===== src/selm_pkg.sv =====
`timescale 1ns / 1ps

package selm_pkg;

  // Defaults for the top-level parameters
  localparam int QueueDepthDef   = 16;
  localparam int ThreadIdBitsDef = 6;
  localparam int CountBitsDef    = 16;

  // Fixed width of the reported hold count
  localparam int HoldOutBits = 16;

  // Result status codes
  typedef enum logic [2:0] {
    ST_GRANTED     = 3'd0,
    ST_QUEUED      = 3'd1,
    ST_REFUSED     = 3'd2,
    ST_QUEUE_FULL  = 3'd3,
    ST_COUNT_LIMIT = 3'd4,
    ST_RELEASED    = 3'd5,
    ST_WAITER_GRNT = 3'd6,
    ST_REL_ERROR   = 3'd7
  } status_t;

  // Request codes
  localparam logic REQ_ACQUIRE = 1'b0;
  localparam logic REQ_RELEASE = 1'b1;
  localparam logic MODE_SHARED = 1'b0;
  localparam logic MODE_EXCL   = 1'b1;

  // Queue control from the sequencer to the waiter chain
  typedef struct packed {
    logic push;
    logic pop;
  } q_ctrl_t;

endpackage


===== src/selm_cell.sv =====
`timescale 1ns / 1ps

module selm_cell import selm_pkg::*; #(
  parameter int ThreadIdBits = ThreadIdBitsDef
) (
  input  logic                    clk,
  input  logic                    load,
  input  logic                    shift,
  input  logic [ThreadIdBits-1:0] load_id,
  input  logic                    load_mode,
  input  logic [ThreadIdBits-1:0] nbr_id,
  input  logic                    nbr_mode,
  output logic [ThreadIdBits-1:0] id,
  output logic                    mode
);

  logic [ThreadIdBits-1:0] id_r;
  logic                    mode_r;

  // One waiter slot: take the neighbour's entry on a pop, new entry on a push
  always_ff @(posedge clk) begin
    if (shift) begin
      id_r   <= nbr_id;
      mode_r <= nbr_mode;
    end else if (load) begin
      id_r   <= load_id;
      mode_r <= load_mode;
    end
  end

  assign id   = id_r;
  assign mode = mode_r;

endmodule


===== src/selm_queue.sv =====
`timescale 1ns / 1ps

module selm_queue import selm_pkg::*; #(
  parameter int QueueDepth   = QueueDepthDef,
  parameter int ThreadIdBits = ThreadIdBitsDef,
  localparam int UsedBits    = $clog2(QueueDepth + 1)
) (
  input  logic                    clk,
  input  logic                    rst_n,
  input  q_ctrl_t                 ctrl,
  input  logic [ThreadIdBits-1:0] push_id,
  input  logic                    push_mode,
  output logic [ThreadIdBits-1:0] head_id,
  output logic                    head_mode,
  output logic                    next_mode,
  output logic [UsedBits-1:0]     used
);

  logic [ThreadIdBits-1:0] cell_id   [QueueDepth];
  logic                    cell_mode [QueueDepth];
  logic [UsedBits-1:0]     used_r, used_nxt;

  // Chain of slots, head at slot 0; a pop moves every entry one slot down
  for (genvar i = 0; i < QueueDepth; i++) begin : g_cell
    logic [ThreadIdBits-1:0] nbr_id;
    logic                    nbr_mode;
    logic                    load;

    if (i == QueueDepth - 1) begin : g_end
      assign nbr_id   = cell_id[i];
      assign nbr_mode = cell_mode[i];
    end else begin : g_mid
      assign nbr_id   = cell_id[i+1];
      assign nbr_mode = cell_mode[i+1];
    end

    // A push lands in the first free slot
    assign load = ctrl.push && (used_r == UsedBits'(i));

    selm_cell #(
      .ThreadIdBits(ThreadIdBits)
    ) u_cell (
      .clk      (clk),
      .load     (load),
      .shift    (ctrl.pop),
      .load_id  (push_id),
      .load_mode(push_mode),
      .nbr_id   (nbr_id),
      .nbr_mode (nbr_mode),
      .id       (cell_id[i]),
      .mode     (cell_mode[i])
    );
  end

  // Fill count
  always_comb begin
    used_nxt = used_r;
    if (ctrl.push) begin
      used_nxt = used_r + UsedBits'(1);
    end else if (ctrl.pop) begin
      used_nxt = used_r - UsedBits'(1);
    end
  end

  always_ff @(posedge clk) begin
    if (!rst_n) begin
      used_r <= '0;
    end else begin
      used_r <= used_nxt;
    end
  end

  assign head_id   = cell_id[0];
  assign head_mode = cell_mode[0];
  assign next_mode = cell_mode[1];
  assign used      = used_r;

endmodule


===== src/shared_exclusive_lock_manager.sv =====
// Shared/exclusive lock manager with a chain of waiter slots.
// The first result is registered from the EXEC state, after the request is captured.
// A new request is taken only when idle (busy low); on release, each waiter granted adds a result,
// and the grant run pops one slot of the waiter chain per cycle. No stall from the receiver.
// Reset (synchronous, active low): lock free, shared mode, no holder, queue empty.
`timescale 1ns / 1ps

module shared_exclusive_lock_manager import selm_pkg::*; #(
  parameter int QueueDepth   = QueueDepthDef,
  parameter int ThreadIdBits = ThreadIdBitsDef,
  parameter int CountBits    = CountBitsDef
) (
  input  logic                    clk,
  input  logic                    rst_n,
  input  logic                    start,
  output logic                    busy,
  input  logic                    in_req_type,
  input  logic [ThreadIdBits-1:0] in_thread_id,
  input  logic                    in_req_mode,
  input  logic                    in_may_wait,
  output logic                    out_valid,
  output logic [2:0]              out_status,
  output logic [ThreadIdBits-1:0] out_thread_out,
  output logic                    out_grant_mode,
  output logic [HoldOutBits-1:0]  out_hold_count_out,
  output logic                    out_last
);

  localparam int UsedBits = $clog2(QueueDepth + 1);
  localparam logic [CountBits-1:0] CountMax = '1;

  typedef enum logic [2:0] {
    S_IDLE  = 3'b001,
    S_EXEC  = 3'b010,
    S_GRANT = 3'b100
  } state_t;

  state_t state_r, state_nxt;

  // Lock state
  logic                    lock_mode_r, lock_mode_nxt;
  logic [CountBits-1:0]    count_r, count_nxt;
  logic [ThreadIdBits-1:0] holder_id_r, holder_id_nxt;
  logic                    holder_vld_r, holder_vld_nxt;

  // Captured request
  logic                    req_type_r;
  logic [ThreadIdBits-1:0] req_tid_r;
  logic                    req_mode_r;
  logic                    req_wait_r;

  // Result registers
  logic                    out_valid_r, out_valid_nxt;
  status_t                 out_status_r, out_status_nxt;
  logic [ThreadIdBits-1:0] out_tid_r, out_tid_nxt;
  logic                    out_last_r, out_last_nxt;
  logic                    out_mode_r;
  logic [CountBits-1:0]    out_count_r;

  // Waiter chain
  q_ctrl_t                 q_ctrl;
  logic [ThreadIdBits-1:0] q_head_id;
  logic                    q_head_mode;
  logic                    q_next_mode;
  logic [UsedBits-1:0]     q_used;

  logic                    reenter;
  logic [CountBits-1:0]    count_dec;
  logic [CountBits-1:0]    count_inc;

  selm_queue #(
    .QueueDepth  (QueueDepth),
    .ThreadIdBits(ThreadIdBits)
  ) u_queue (
    .clk      (clk),
    .rst_n    (rst_n),
    .ctrl     (q_ctrl),
    .push_id  (req_tid_r),
    .push_mode(req_mode_r),
    .head_id  (q_head_id),
    .head_mode(q_head_mode),
    .next_mode(q_next_mode),
    .used     (q_used)
  );

  assign reenter = (lock_mode_r && holder_vld_r && (holder_id_r == req_tid_r)) ||
                   (!lock_mode_r && (req_mode_r == MODE_SHARED) && (q_used == '0));
  assign count_dec = count_r - CountBits'(1);
  assign count_inc = count_r + CountBits'(1);

  // Request sequencer
  always_comb begin
    state_nxt      = state_r;
    lock_mode_nxt  = lock_mode_r;
    count_nxt      = count_r;
    holder_id_nxt  = holder_id_r;
    holder_vld_nxt = holder_vld_r;
    out_valid_nxt  = 1'b0;
    out_status_nxt = out_status_r;
    out_tid_nxt    = req_tid_r;
    out_last_nxt   = 1'b1;
    q_ctrl         = '0;

    unique case (state_r)
      S_IDLE: begin
        if (start) begin
          state_nxt = S_EXEC;
        end
      end

      S_EXEC: begin
        out_valid_nxt = 1'b1;
        state_nxt     = S_IDLE;
        if (req_type_r == REQ_ACQUIRE) begin
          if (count_r == '0) begin
            count_nxt      = CountBits'(1);
            lock_mode_nxt  = req_mode_r;
            holder_vld_nxt = req_mode_r;
            holder_id_nxt  = req_mode_r ? req_tid_r : '0;
            out_status_nxt = ST_GRANTED;
          end else if (reenter) begin
            if (count_r == CountMax) begin
              out_status_nxt = ST_COUNT_LIMIT;
            end else begin
              count_nxt      = count_inc;
              out_status_nxt = ST_GRANTED;
            end
          end else if (!req_wait_r) begin
            out_status_nxt = ST_REFUSED;
          end else if (q_used == UsedBits'(QueueDepth)) begin
            out_status_nxt = ST_QUEUE_FULL;
          end else begin
            q_ctrl.push    = 1'b1;
            out_status_nxt = ST_QUEUED;
          end
        end else begin
          if (count_r == '0) begin
            out_status_nxt = ST_REL_ERROR;
          end else begin
            count_nxt      = count_dec;
            out_status_nxt = ST_RELEASED;
            if (count_dec == '0) begin
              holder_id_nxt  = '0;
              holder_vld_nxt = 1'b0;
              // Lock falls free with waiters: hand over in the following cycles
              if (q_used != '0) begin
                out_last_nxt = 1'b0;
                state_nxt    = S_GRANT;
              end
            end
          end
        end
      end

      S_GRANT: begin
        out_valid_nxt  = 1'b1;
        out_status_nxt = ST_WAITER_GRNT;
        out_tid_nxt    = q_head_id;
        q_ctrl.pop     = 1'b1;
        if (q_head_mode == MODE_EXCL) begin
          // Exclusive waiter at the head is granted alone
          lock_mode_nxt  = MODE_EXCL;
          count_nxt      = CountBits'(1);
          holder_id_nxt  = q_head_id;
          holder_vld_nxt = 1'b1;
          state_nxt      = S_IDLE;
        end else begin
          // Shared run: stop at an exclusive waiter, an empty queue or a full count
          lock_mode_nxt = MODE_SHARED;
          count_nxt     = count_inc;
          out_last_nxt  = (q_used == UsedBits'(1)) || (q_next_mode == MODE_EXCL) ||
                          (count_inc == CountMax);
          state_nxt     = out_last_nxt ? S_IDLE : S_GRANT;
        end
      end

      default: begin
        state_nxt = S_IDLE;
      end
    endcase
  end

  // Control and lock state registers
  always_ff @(posedge clk) begin
    if (!rst_n) begin
      state_r      <= S_IDLE;
      lock_mode_r  <= 1'b0;
      count_r      <= '0;
      holder_id_r  <= '0;
      holder_vld_r <= 1'b0;
      out_valid_r  <= 1'b0;
    end else begin
      state_r      <= state_nxt;
      lock_mode_r  <= lock_mode_nxt;
      count_r      <= count_nxt;
      holder_id_r  <= holder_id_nxt;
      holder_vld_r <= holder_vld_nxt;
      out_valid_r  <= out_valid_nxt;
    end
  end

  // Request capture on transfer, result payload
  always_ff @(posedge clk) begin
    if (start && (state_r == S_IDLE)) begin
      req_type_r <= in_req_type;
      req_tid_r  <= in_thread_id;
      req_mode_r <= in_req_mode;
      req_wait_r <= in_may_wait;
    end
    out_status_r <= out_status_nxt;
    out_tid_r    <= out_tid_nxt;
    out_last_r   <= out_last_nxt;
    out_mode_r   <= lock_mode_nxt;
    out_count_r  <= count_nxt;
  end

  assign busy               = (state_r != S_IDLE);
  assign out_valid          = out_valid_r;
  assign out_status         = out_status_r;
  assign out_thread_out     = out_tid_r;
  assign out_grant_mode     = out_mode_r;
  assign out_hold_count_out = HoldOutBits'(out_count_r);
  assign out_last           = out_last_r;

`ifndef SYNTHESIS
  // A request that is taken keeps the block busy in the next cycle
  a_busy_after_start: assert property (@(posedge clk) disable iff (!rst_n)
    (start && !busy) |=> busy)
    else $error("block not busy after request transfer");

  // Results of one request come in consecutive cycles
  a_run_unbroken: assert property (@(posedge clk) disable iff (!rst_n)
    (out_valid && !out_last) |=> out_valid)
    else $error("gap inside a result run");

  // An exclusive hand-over ends the run
  a_excl_grant_last: assert property (@(posedge clk) disable iff (!rst_n)
    (out_valid && (out_status == ST_WAITER_GRNT) && out_grant_mode) |-> out_last)
    else $error("exclusive waiter grant not final");

  // Fill count never passes the chain length
  a_used_bound: assert property (@(posedge clk) disable iff (!rst_n)
    q_used <= UsedBits'(QueueDepth))
    else $error("waiter count beyond depth");
`endif

endmodule


===== config.mk =====
export PLATFORM = sky130hd
export DESIGN_NAME = shared_exclusive_lock_manager
export DESIGN_NICKNAME = d
export VERILOG_FILES = /design/src/selm_pkg.sv /design/src/selm_cell.sv /design/src/selm_queue.sv /design/src/shared_exclusive_lock_manager.sv
export SDC_FILE = /design/constraint.sdc
export NUM_CORES = 1
export LEC_CHECK = 0
export ABC_AREA = 1
export BUFFER_PORTS_ARGS = -buffer_cell sky130_fd_sc_hd__buf_4
export CORE_MARGIN = 10
export CORE_UTILIZATION = 55
export CTS_CLUSTER_SIZE = 14
export DETAILED_ROUTE_END_ITERATION = 12
export HOLD_SLACK_MARGIN = 0.08
export MAX_ROUTING_LAYER = met4
export PLACE_DENSITY = 0.75
export SLEW_MARGIN = 20
export SYNTH_ARGS = -nofsm -noshare
export SYNTH_HDL_FRONTEND = slang
export SYNTH_SLANG_ARGS = --single-unit

===== constraint.sdc =====
create_clock -name clk -period 2.5 [get_ports clk]
set_input_delay 0.375 -clock clk [delete_from_list [all_inputs] [get_ports clk]]
set_output_delay 0.375 -clock clk [all_outputs]
set_load 0.1 [all_outputs]

==> results of run 1 <==
cell type report:
class	instances	area [sq um]	area share, %
Clock buffer	17	425	4.27
Clock inverter	15	185	1.86
Inverter	88	330	3.32
Multi-Input combinational cell	694	3240	32.6
Sequential cell	181	4870	48.9
Tap cell	211	264	2.65
Timing Repair Buffer	84	643	6.46
stage by stage:
step / instance area, sq um / power [W] / instances / TNS (ps) / hold slack [ps]
2_1_floorplan: 8630 / 0.00359 / 1007 / -14270 / 450
3_3_place_gp: 9340 / 0.00372 / 1258 / 0 / 466
3_5_place_dp: 9340 / 0.00372 / 1258 / 0 / 480
4_1_cts: 9950 / 0.00642 / 1290 / 0 / 102
5_1_grt: 9960 / 0.00660 / 1290 / 0 / 89.8
6_report: 9960 / 0.00638 / 1290 / 0 / 112
layout by cell type, fill, tap and decap left out, drive strengths merged, types with 2 or more instances in the layout:
cell type,instances
inv,95
o31ai,13
o21ai,32
or2,2
a21oi,33
nand3,56
dfxtp,57
edfxtp,124
clkinvlp,2
nor3,12
clkinv,5
clkbuf,17
xor2,11
a22oi,2
nand3b,6
nor2,80
xnor2,4
o22ai,17
nand2,400
o211ai,3
ha,10
buf,84
nand4,9
registers in the layout, summed over array words and instances, names as in the netlist:
signal	count
req_wait_r	1
out_hold_count_out	16
req_type_r	1
req_tid_r	6
lock_mode_r	1
holder_vld_r	1
out_valid	1
state_r	3
u_queue.used	5
out_grant_mode	1
u_queue.g_cell.u_cell.mode	16
out_last	1
req_mode_r	1
count_r	16
u_queue.g_cell.u_cell.id	96
holder_id_r	6
out_status	3
out_thread_out	6
final timing paths:
kind	endpoint	depth (start not counted)	slack, ps	startpoint
max	out_last	10	180	count_r[2]
min	req_wait_r	1	110	in_may_wait
max reg2reg	out_last	10	180	count_r[2]
min reg2reg	holder_vld_r	2	500	holder_vld_r
cell usage after synthesis:
| cell type | count | area share, % |
|---|---|---|
| nand2_1 | 393 | 17 |
| edfxtp_1 | 124 | 43 |
| inv_1 | 77 | 3.3 |
| nor2_1 | 71 | 3.1 |
| dfxtp_1 | 57 | 13 |
| nand3_1 | 55 | 3.2 |
| a21oi_1 | 33 | 1.9 |
| clkbuf_1 | 27 | 1.2 |
| o21ai_0 | 27 | 1.6 |
| o22ai_1 | 17 | 1.2 |
| o31ai_1 | 13 | 1.1 |
| inv_2 | 11 | 0.48 |
| xor2_1 | 11 | 1.1 |
| buf_2 | 10 | 0.58 |
| ha_1 | 10 | 1.4 |
| nand4_1 | 8 | 0.58 |
| nor3_1 | 8 | 0.46 |
| nand3b_1 | 6 | 0.52 |
| nor2_2 | 5 | 0.36 |
| buf_6 | 4 | 0.52 |
| nand2_2 | 4 | 0.29 |
| nor2_4 | 4 | 0.52 |
| o21ai_1 | 4 | 0.23 |
| xnor2_1 | 4 | 0.41 |
| nand2_4 | 3 | 0.39 |
| nor3_2 | 3 | 0.35 |
| o211ai_1 | 3 | 0.26 |
| a22oi_1 | 2 | 0.17 |
| buf_1 | 2 | 0.087 |
| a22o_1 | 1 | 0.10 |
| and2b_1 | 1 | 0.087 |
| and3_1 | 1 | 0.073 |
| buf_4 | 1 | 0.087 |
| nand3_2 | 1 | 0.12 |
| nand4_2 | 1 | 0.14 |
| nor3_4 | 1 | 0.19 |
| o21a_1 | 1 | 0.087 |
| o21ai_2 | 1 | 0.10 |
| or2_0 | 1 | 0.073 |
| or2_2 | 1 | 0.073 |
kinds of logic after synthesis:
| kind of cell | Yosys count |
|---|---|
| AND/OR/NAND/NOR | 567 |
| flip-flops | 181 |
| buffers and inverters | 132 |
| AO/OA/AOI/OAI | 102 |
| XOR/XNOR | 15 |
| adder cells (fa/ha/maj) | 10 |
critical path: cells and delay by family, from the launching register on:
kind | cells | cell delay (ps)
XOR/XNOR | 1 | 290
flip-flops | 1 | 570
AND/OR/NAND/NOR | 9 | 1380
power by group:
| group | total (W) | switching (W) | internal (W) |
|---|---|---|---|
| sequential | 0.00325 | 0.0000186 | 0.00323 |
| combinational | 0.000416 | 0.000303 | 0.000113 |
| clock | 0.00272 | 0.00128 | 0.00144 |
| total | 0.00638 | 0.00160 | 0.00478 |
per-layer routing:
metal | track usage, % | vias up | wire, microns
li1 | - | 3402 | -
met1 | 26.8 | 3154 | 9100
met2 | 29.5 | 331 | 9420
met3 | 4.84 | 37 | 1700
met4 | 8.34 | 0 | 478
met5 | - | - | 0
==> flow_metrics.env, run 1 <==
export IMPL_yosys_area_share_simple_pct=27.6
export IMPL_ys_types=40
export IMPL_antenna_cells=0
export IMPL_dr_total_vias=6924
export IMPL_wirelength_microns=20700
export IMPL_p_per_area_mw_per_mm2=641
export IMPL_arrival_ps=2680
export IMPL_pre_cts_slack_ps=211
export IMPL_critPathRequiredTime_ps=2860
export IMPL_ys_seq_elements=181
export IMPL_setup_ws_ps=182
export IMPL_cts_sinks=181
export IMPL_core_area_sq_mm=0.0153
export IMPL_design_die_area_sq_mm=0.0211
export IMPL_syn_avg_cell_area_sq_um=8.57
export IMPL_synth_mux_area_share_pct=0
export IMPL_path_clk_slew_ps=70
export IMPL_cts_hold_buffers=0
export IMPL_min_period_over_period_pct=92.7
export IMPL_synth_compound_area_share_pct=6.80
export IMPL_holdCritPathClass="input pin to register"
export IMPL_drive_gt1_share_pct=14.3
export IMPL_post_cts_resized=0
export IMPL_ant_nets=0
export IMPL_start_util_pct=56.4
export IMPL_clock_skew_ps=12.6
export IMPL_fin_util_pct=65.0
export IMPL_die_h_microns=145
export IMPL_synth_fp_nets=1029
export IMPL_track_usage_pct=20.3
export IMPL_wl_per_cell_microns=16.0
export IMPL_synth_top_family_by_area="simple AND/OR/NAND/NOR gates"
export IMPL_syn2layout_area_growth_pct=15.3
export IMPL_critical_path_class="register to register"
export IMPL_grt_first_pass_wirelength_microns=34000
export IMPL_rsz0062_at_grt="false"
export IMPL_place_congestion=0.993
export IMPL_path_cells="nand3_1 > nor3_4 > nand3_1 > xor2_1 > nand2_1 > nor2_1 > nand2_1 > nand2_1 > nand2_1 > nand3_1"
export IMPL_layout_nets=1088
export IMPL_io_buffer_count=40
export IMPL_detail_route_vias_per_cell=5.37
export IMPL_critPathMaxFanout=9
export IMPL_crit_path_frequent_cell="nand2_1"
export IMPL_drt_iter0_markers=689
export IMPL_netlist_instances=1007
export IMPL_postCtsSetupRepairBufs=0
export IMPL_synth_seq_area_share_pct=56.4
export IMPL_vdd_drop_max_mv=0.572
export IMPL_cts_buffers_inserted=17
export IMPL_synth_fa_ha_area_share_pct=1.45
export IMPL_p_leak_nw=4.27
export IMPL_tritoncts="built"
export IMPL_maxSlewViolCount=0
export IMPL_run_status="finished, final reports clean"
export IMPL_antenna_found_initial=0
export IMPL_maxSlewHeadroom_pct=48.1
export IMPL_synth_xor_area_share_pct=1.52
export IMPL_cts_htree_levels=4
export IMPL_min_period_ps=2320
export IMPL_crit_slowest_cell="dfxtp_1"
export IMPL_root_buffer="clkbuf_16"
export IMPL_fmax_ghz=0.431
export IMPL_drt_pass1_iterations=6
export IMPL_setup_violations=0
export IMPL_drv_cap=0
export IMPL_yosys_warnings=0
export IMPL_clockBufferDepth=2
export IMPL_hold_violations=0
export IMPL_grt_overflow=0
export IMPL_worst_pin_slew_ps=777
export IMPL_dp_hpwl_microns=13900
export IMPL_fillCellCount=1239
export IMPL_grt_max_degree=67
export IMPL_row_count=45
export IMPL_ioPinCount=41
export IMPL_slowest_delay_ps=570
export IMPL_critPathLaunchType="register"
export IMPL_drc_errors=0
export IMPL_worstSkewPairLatency_ps=440
export IMPL_endpoint_kind="register"
export IMPL_grt_pass1_vias=6649
export IMPL_die_x_microns=145
export IMPL_syn_area_sq_mm=0.00863
(Power assumes the default switching activity.)
==> run 2: changes to the inputs <==
--- a/config.mk
+++ b/config.mk
@@ -7,7 +7,7 @@
 export LEC_CHECK = 0
 export ABC_AREA = 1
 export BUFFER_PORTS_ARGS = -buffer_cell sky130_fd_sc_hd__buf_4
-export CORE_MARGIN = 10
+export CORE_MARGIN = 2
 export CORE_UTILIZATION = 55
 export CTS_CLUSTER_SIZE = 14
 export DETAILED_ROUTE_END_ITERATION = 12
==> constraint.sdc (replaced) <==
create_clock -name clk -period 2.5 [get_ports clk]
set_input_delay 0.375 -clock clk [delete_from_list [all_inputs] [get_ports clk]]
set_output_delay 0.375 -clock clk [all_outputs]
set_load 0.005 [all_outputs]
==> run 2 against run 1 <==
Final cell count barely moved. Clock skew decreased by 0.59 ps. Total power down 2.4%. Largest cell class unchanged. Global-route usage grew 5.7 points. Hold slack gained 8.9 ps. Design area down 0.21%. Maximum frequency down 1.8%. Routed wire length fell by 2.3%. Setup slack lost 43 ps. Die area fell by 21%. Highest routed layer unchanged.
==> flow_metrics.env, run 2 (synthesized netlist as in run 1, its figures left out) <==
export IMPL_antenna_cells=0
export IMPL_grt_max_degree=63
export IMPL_critPathRequiredTime_ps=2640
export IMPL_place_congestion=0.967
export IMPL_run_status="finished, final reports clean"
export IMPL_vdd_drop_max_mv=0.512
export IMPL_maxSlewHeadroom_pct=45.8
export IMPL_io_buffer_count=40
export IMPL_drt_pass1_iterations=5
export IMPL_row_count=45
export IMPL_layout_common_cells="nand2_1 (393), edfxtp_1 (124), buf_4 (85), inv_1 (77), nor2_1 (70)"
export IMPL_track_usage_pct=26.0
export IMPL_detail_route_vias_per_cell=5.36
export IMPL_hold_violations=0
export IMPL_final_common_cell="nand2_1"
export IMPL_path_cells="inv_1 > ha_1 > inv_1 > nor2_1 > inv_1 > nor2_2 > nand3_1 > nand2_2 > nor3_4 > nand2_1 > buf_4 > o31ai_1 > buf_4"
export IMPL_die_x_microns=129
export IMPL_fin_util_pct=65.1
export IMPL_clock_skew_ps=12.0
export IMPL_drv_cap=0
export IMPL_die_h_microns=129
export IMPL_worstSkewPairLatency_ps=430
export IMPL_fmax_ghz=0.423
export IMPL_tritoncts="built"
export IMPL_crit_path_frequent_cell="inv_1"
export IMPL_critPathMaxFanout=9
export IMPL_dp_cells=1258
export IMPL_antenna_found_initial=0
export IMPL_dr_total_vias=6917
export IMPL_crit_slowest_cell="dfxtp_2"
export IMPL_top_usage_layer="met2"
export IMPL_p_per_area_mw_per_mm2=627
export IMPL_slowest_delay_ps=360
export IMPL_drc_errors=0
export IMPL_critical_path_class="register to register"
export IMPL_arrival_ps=2500
export IMPL_clockBufferDepth=2
export IMPL_ioPinCount=41
export IMPL_dp_hpwl_microns=13300
export IMPL_rsz0062_at_grt="true"
export IMPL_min_period_over_period_pct=94.5
export IMPL_largest_reg_flops=96
export IMPL_cp_top_family="buffers and inverters"
export IMPL_wl_per_cell_microns=15.7
export IMPL_grt_pass1_vias=6560
export IMPL_drive_gt1_share_pct=14.2
export IMPL_cts_buffers_inserted=17
export IMPL_ant_nets=0
export IMPL_grt_overflow=0
export IMPL_grtUsageMet2_pct=40.0
export IMPL_setup_tns_ps=0
export IMPL_holdCritPathClass="input pin to register"
export IMPL_drt_iter0_markers=714
export IMPL_grtUsageMet3_pct=6.03
export IMPL_core_area_sq_mm=0.0153
export IMPL_setup_violations=0
export IMPL_design_die_area_sq_mm=0.0167
export IMPL_cts_sinks=181
export IMPL_root_buffer="clkbuf_16"
export IMPL_p_leak_nw=4.25
export IMPL_cts_htree_levels=4
export IMPL_min_period_ps=2360
export IMPL_critPathLaunchType="register"
export IMPL_endpoint_kind="register"
export IMPL_path_buf_inv=5
export IMPL_grt_first_pass_wirelength_microns=32400
export IMPL_maxSlewViolCount=0
export IMPL_worst_pin_slew_ps=813
export IMPL_layout_nets=1089
export IMPL_met1_usage_pct=34.4
export IMPL_wirelength_microns=20200
export IMPL_syn2layout_area_growth_pct=15.1
export IMPL_fin_cells=1291
export IMPL_start_util_pct=56.6
export IMPL_path_clk_slew_ps=70
export IMPL_cts_hold_buffers=0
[run 2: cell types whose count changed in the layout (fill, tap and decap cells not counted), sizes merged]
cell,delta
bufinv,+1
clkinv,-1
buf,+1
clkinvlp,+1
clkbuf,+2
inv,-3
[run 2: path summary, 6_finish.rpt]
kind	start	slack (ps)	depth (start not counted)	endpoint
worst max-delay path	u_queue.used[1]	140	13	u_queue.g_cell[2].u_cell.id[1]
worst min-delay path	in_thread_id[1]	120	1	req_tid_r[1]
worst max register to register	u_queue.used[1]	140	13	u_queue.g_cell[2].u_cell.id[1]
worst min register to register	holder_vld_r	490	2	holder_vld_r
[run 2: timing repair]
| action | CTS | global route |
|---|---|---|
| buffers inserted | 0 | 1 |
| gates resized for setup | 0 | 5 |
| endpoints found under the setup margin | 0 | 112 |
[run 2: layout make-up]
cell class	count	area, sq um
fill	1265	5320
sequential	181	4870
multi-input combinational	694	3260
timing repair buffer	85	638
clock buffer	19	433
inverter	88	330
tap	211	264
clock inverter	13	148
[run 2: metrics by stage]
| step | cell area (sq um) | hold WS (ps) | setup WS [ps] | total power [W] |
|---|---|---|---|---|
| CTS | 9910 | 107 | 69.8 | 0.00626 |
| detailed placement | 9330 | 478 | 83.7 | 0.00363 |
| global route | 9930 | 100 | -73.2 | 0.00644 |
| floorplan | 8630 | 450 | -151 | 0.00351 |
| global placement | 9330 | 464 | 142 | 0.00362 |
| finish | 9930 | 121 | 139 | 0.00623 |
[run 2: worst reg2reg max path: cells and delay by family, from the launching register on]
kind                       cells  cell delay (ps)
and+or+nand+nor                6              550
DFF                            1              360
adders and majority gates      1              190
AOI/OAI and AO/OA              1              300
buffers and inverters          5              670
[run 2: power breakdown]
group | leakage (nW) | switching (W) | internal [W]
Clock | 0.273 | 0.00117 | 0.00149
Sequential | 1.58 | 0.0000213 | 0.00323
Combinational | 2.40 | 0.000209 | 0.000111
[run 2: routing by layer]
metal / vias to the layer above / routed length [microns]
met4: 0 / 342
met1: 3237 / 8950
met5: - / 0
met2: 242 / 9510
met3: 29 / 1420
li1: 3409 / -
==> run 3: changes to the inputs <==
--- a/config.mk
+++ b/config.mk
@@ -8,12 +8,12 @@
 export ABC_AREA = 1
 export BUFFER_PORTS_ARGS = -buffer_cell sky130_fd_sc_hd__buf_4
 export CORE_MARGIN = 2
-export CORE_UTILIZATION = 55
+export CORE_UTILIZATION = 45
 export CTS_CLUSTER_SIZE = 14
 export DETAILED_ROUTE_END_ITERATION = 12
 export HOLD_SLACK_MARGIN = 0.08
 export MAX_ROUTING_LAYER = met4
-export PLACE_DENSITY = 0.75
+export RECOVER_POWER = 100
 export SLEW_MARGIN = 20
 export SYNTH_ARGS = -nofsm -noshare
 export SYNTH_HDL_FRONTEND = slang
==> run 3 against run 2 <==
Total power is 0.80% higher. Count of clock-buffer cells in the layout is 2 lower. Routed wire length is 0.88% higher. Largest power group unchanged.
==> flow_metrics.env, run 3 (synthesized netlist as in run 1, its figures left out) <==
export IMPL_setup_tns_ps=0
export IMPL_grt_max_degree=82
export IMPL_slowest_delay_ps=370
export IMPL_critPathRequiredTime_ps=2620
export IMPL_cts_sinks=181
export IMPL_hold_slack_ps=137
export IMPL_clkPwrFrac_pct=43.2
export IMPL_crit_slowest_cell="dfxtp_1"
export IMPL_worst_pin_slew_ps=786
export IMPL_die_h_microns=143
export IMPL_final_cell_area_sq_mm=0.00994
export IMPL_vdd_drop_max_mv=0.454
export IMPL_arrival_ps=2460
export IMPL_rsz0062_at_grt="false"
export IMPL_switching_power_w=0.00150
export IMPL_grt_pass1_vias=6375
export IMPL_place_congestion=0.921
export IMPL_cts_htree_levels=4
export IMPL_drv_cap=0
export IMPL_wirelength_microns=20400
export IMPL_tritoncts="built"
export IMPL_wl_per_cell_microns=15.5
export IMPL_crit_cells=13
export IMPL_clockBufferDepth=2
export IMPL_layout_nets=1090
export IMPL_detail_route_vias_per_cell=5.14
export IMPL_drive_gt1_share_pct=14.0
export IMPL_grt_overflow=0
export IMPL_hold_violations=0
export IMPL_run_status="finished, final reports clean"
export IMPL_drt_iter0_markers=664
export IMPL_crit_path_frequent_cell="inv_1"
export IMPL_row_count=50
export IMPL_antenna_cells=0
export IMPL_r2r_slack_ps=160
export IMPL_drc_errors=0
export IMPL_drt_pass1_iterations=5
export IMPL_cts_hold_buffers=0
export IMPL_grt_first_pass_wirelength_microns=33400
export IMPL_cts_buffers_inserted=17
export IMPL_fmax_ghz=0.428
export IMPL_comb_power_share_pct=5.0
export IMPL_critPathLaunchType="register"
export IMPL_place_area_sq_mm=0.00938
export IMPL_design_die_area_sq_mm=0.0203
export IMPL_ff2ff_path_depth=13
export IMPL_dp_hpwl_microns=13800
export IMPL_hold_depth=1
export IMPL_worstSkewPairLatency_ps=430
export IMPL_critPathMaxFanout=21
export IMPL_fillCellCount=1774
export IMPL_cp_top_family="buffers and inverters"
export IMPL_layout_common_cells="nand2_1 (393), edfxtp_1 (124), inv_1 (79), nor2_1 (71), dfxtp_1 (57)"
export IMPL_die_x_microns=143
export IMPL_critical_path_class="register to register"
export IMPL_maxSlewHeadroom_pct=47.6
export IMPL_postCtsSetupRepairBufs=0
export IMPL_root_buffer="clkbuf_16"
export IMPL_pwr_share_seq_pct=51.7
export IMPL_endpoint_kind="register"
export IMPL_reg2reg_from="u_queue.used[1]"
export IMPL_largest_reg_flops=96
export IMPL_min_period_over_period_pct=93.5
export IMPL_p_leak_nw=4.25
export IMPL_start_util_pct=46.0
export IMPL_io_buffer_count=40
export IMPL_antenna_found_initial=0
export IMPL_startpoint="u_queue.used[1]"
export IMPL_core_area_sq_mm=0.0188
export IMPL_p_per_area_mw_per_mm2=631
export IMPL_setup_violations=0
export IMPL_dr_total_vias=6763
export IMPL_path_cells="inv_1 > ha_1 > inv_1 > nor2_1 > inv_1 > nor2_2 > nand3_1 > nand2_2 > nor3_2 > nand2_1 > buf_12 > o31ai_1 > clkbuf_2"
export IMPL_final_common_cell="nand2_1"
export IMPL_track_usage_pct=21.8
export IMPL_path_clk_slew_ps=80
export IMPL_ant_nets=0
export IMPL_ioPinCount=41
export IMPL_clock_skew_ps=13.7
export IMPL_path_buf_inv=5
export IMPL_min_from="in_thread_id[0]"
export IMPL_holdCritPathClass="input pin to register"
export IMPL_maxSlewViolCount=0
export IMPL_p_int_w=0.00477
export IMPL_min_period_ps=2340
export IMPL_switching_share_pct=24.0
export IMPL_syn2layout_area_growth_pct=15.2
run 3: cell types whose count changed in the layout (fill, tap and decap cells not counted), moves of 2 or more:
cell,change
inv_8,+2
nor3_4,-2
clkinv_8,+4
inv_2,-3
clkinv_1,-2
clkbuf_2,+10
inv_1,+2
buf_2,+6
clkbuf_4,+38
buf_4,-55
run 3: area by class of cell:
class / instances / area [sq um] / area share (%)
inverters: 88 / 333 / 3.35
multi-input cells: 694 / 3230 / 32.4
repair buffers: 86 / 614 / 6.18
clock buffers: 17 / 425 / 4.28
clock inverters: 15 / 186 / 1.88
flip-flops and latches: 181 / 4860 / 48.9
well taps: 234 / 293 / 2.94
run 3: stage by stage:
step / total power (W) / cells / setup slack, ps / utilization [%]
floorplan: 0.00351 / 1007 / -151 / -
global placement: 0.00364 / 1283 / 46.0 / 50.0
detailed placement: 0.00364 / 1283 / 1.50 / 50.0
CTS: 0.00635 / 1315 / 146 / 53.3
global route: 0.00650 / 1315 / 2.90 / 53.0
finish: 0.00628 / 1315 / 161 / 53.0
run 3: what timing repair did:
action                     4_1_cts  5_1_grt
gates resized for setup          1        4
pin swaps                        0        0
setup endpoints to repair        1       18
run 3: worst paths after layout:
kind / to
worst max-delay path: u_queue.g_cell[11].u_cell.id[0]
worst min-delay path: req_tid_r[0]
worst min register to register: u_queue.used[4]
worst max register to register: u_queue.g_cell[11].u_cell.id[0]
run 3: power groups by stage:
stage / Clock (W) / Combinational [W] / Sequential (W)
2_1_floorplan: 0 / 0.000198 / 0.00331
3_3_place_gp: 0 / 0.000322 / 0.00331
3_5_place_dp: 0 / 0.000323 / 0.00332
4_1_cts: 0.00277 / 0.000325 / 0.00325
5_1_grt: 0.00290 / 0.000359 / 0.00325
6_report: 0.00271 / 0.000316 / 0.00325
run 3: metal layers:
metal / wire length, microns / GRT usage [%]
met1: 9840 / 30.6
met2: 9210 / 32.3
met3: 902 / 3.10
met4: 444 / 7.82
met5: 0 / -
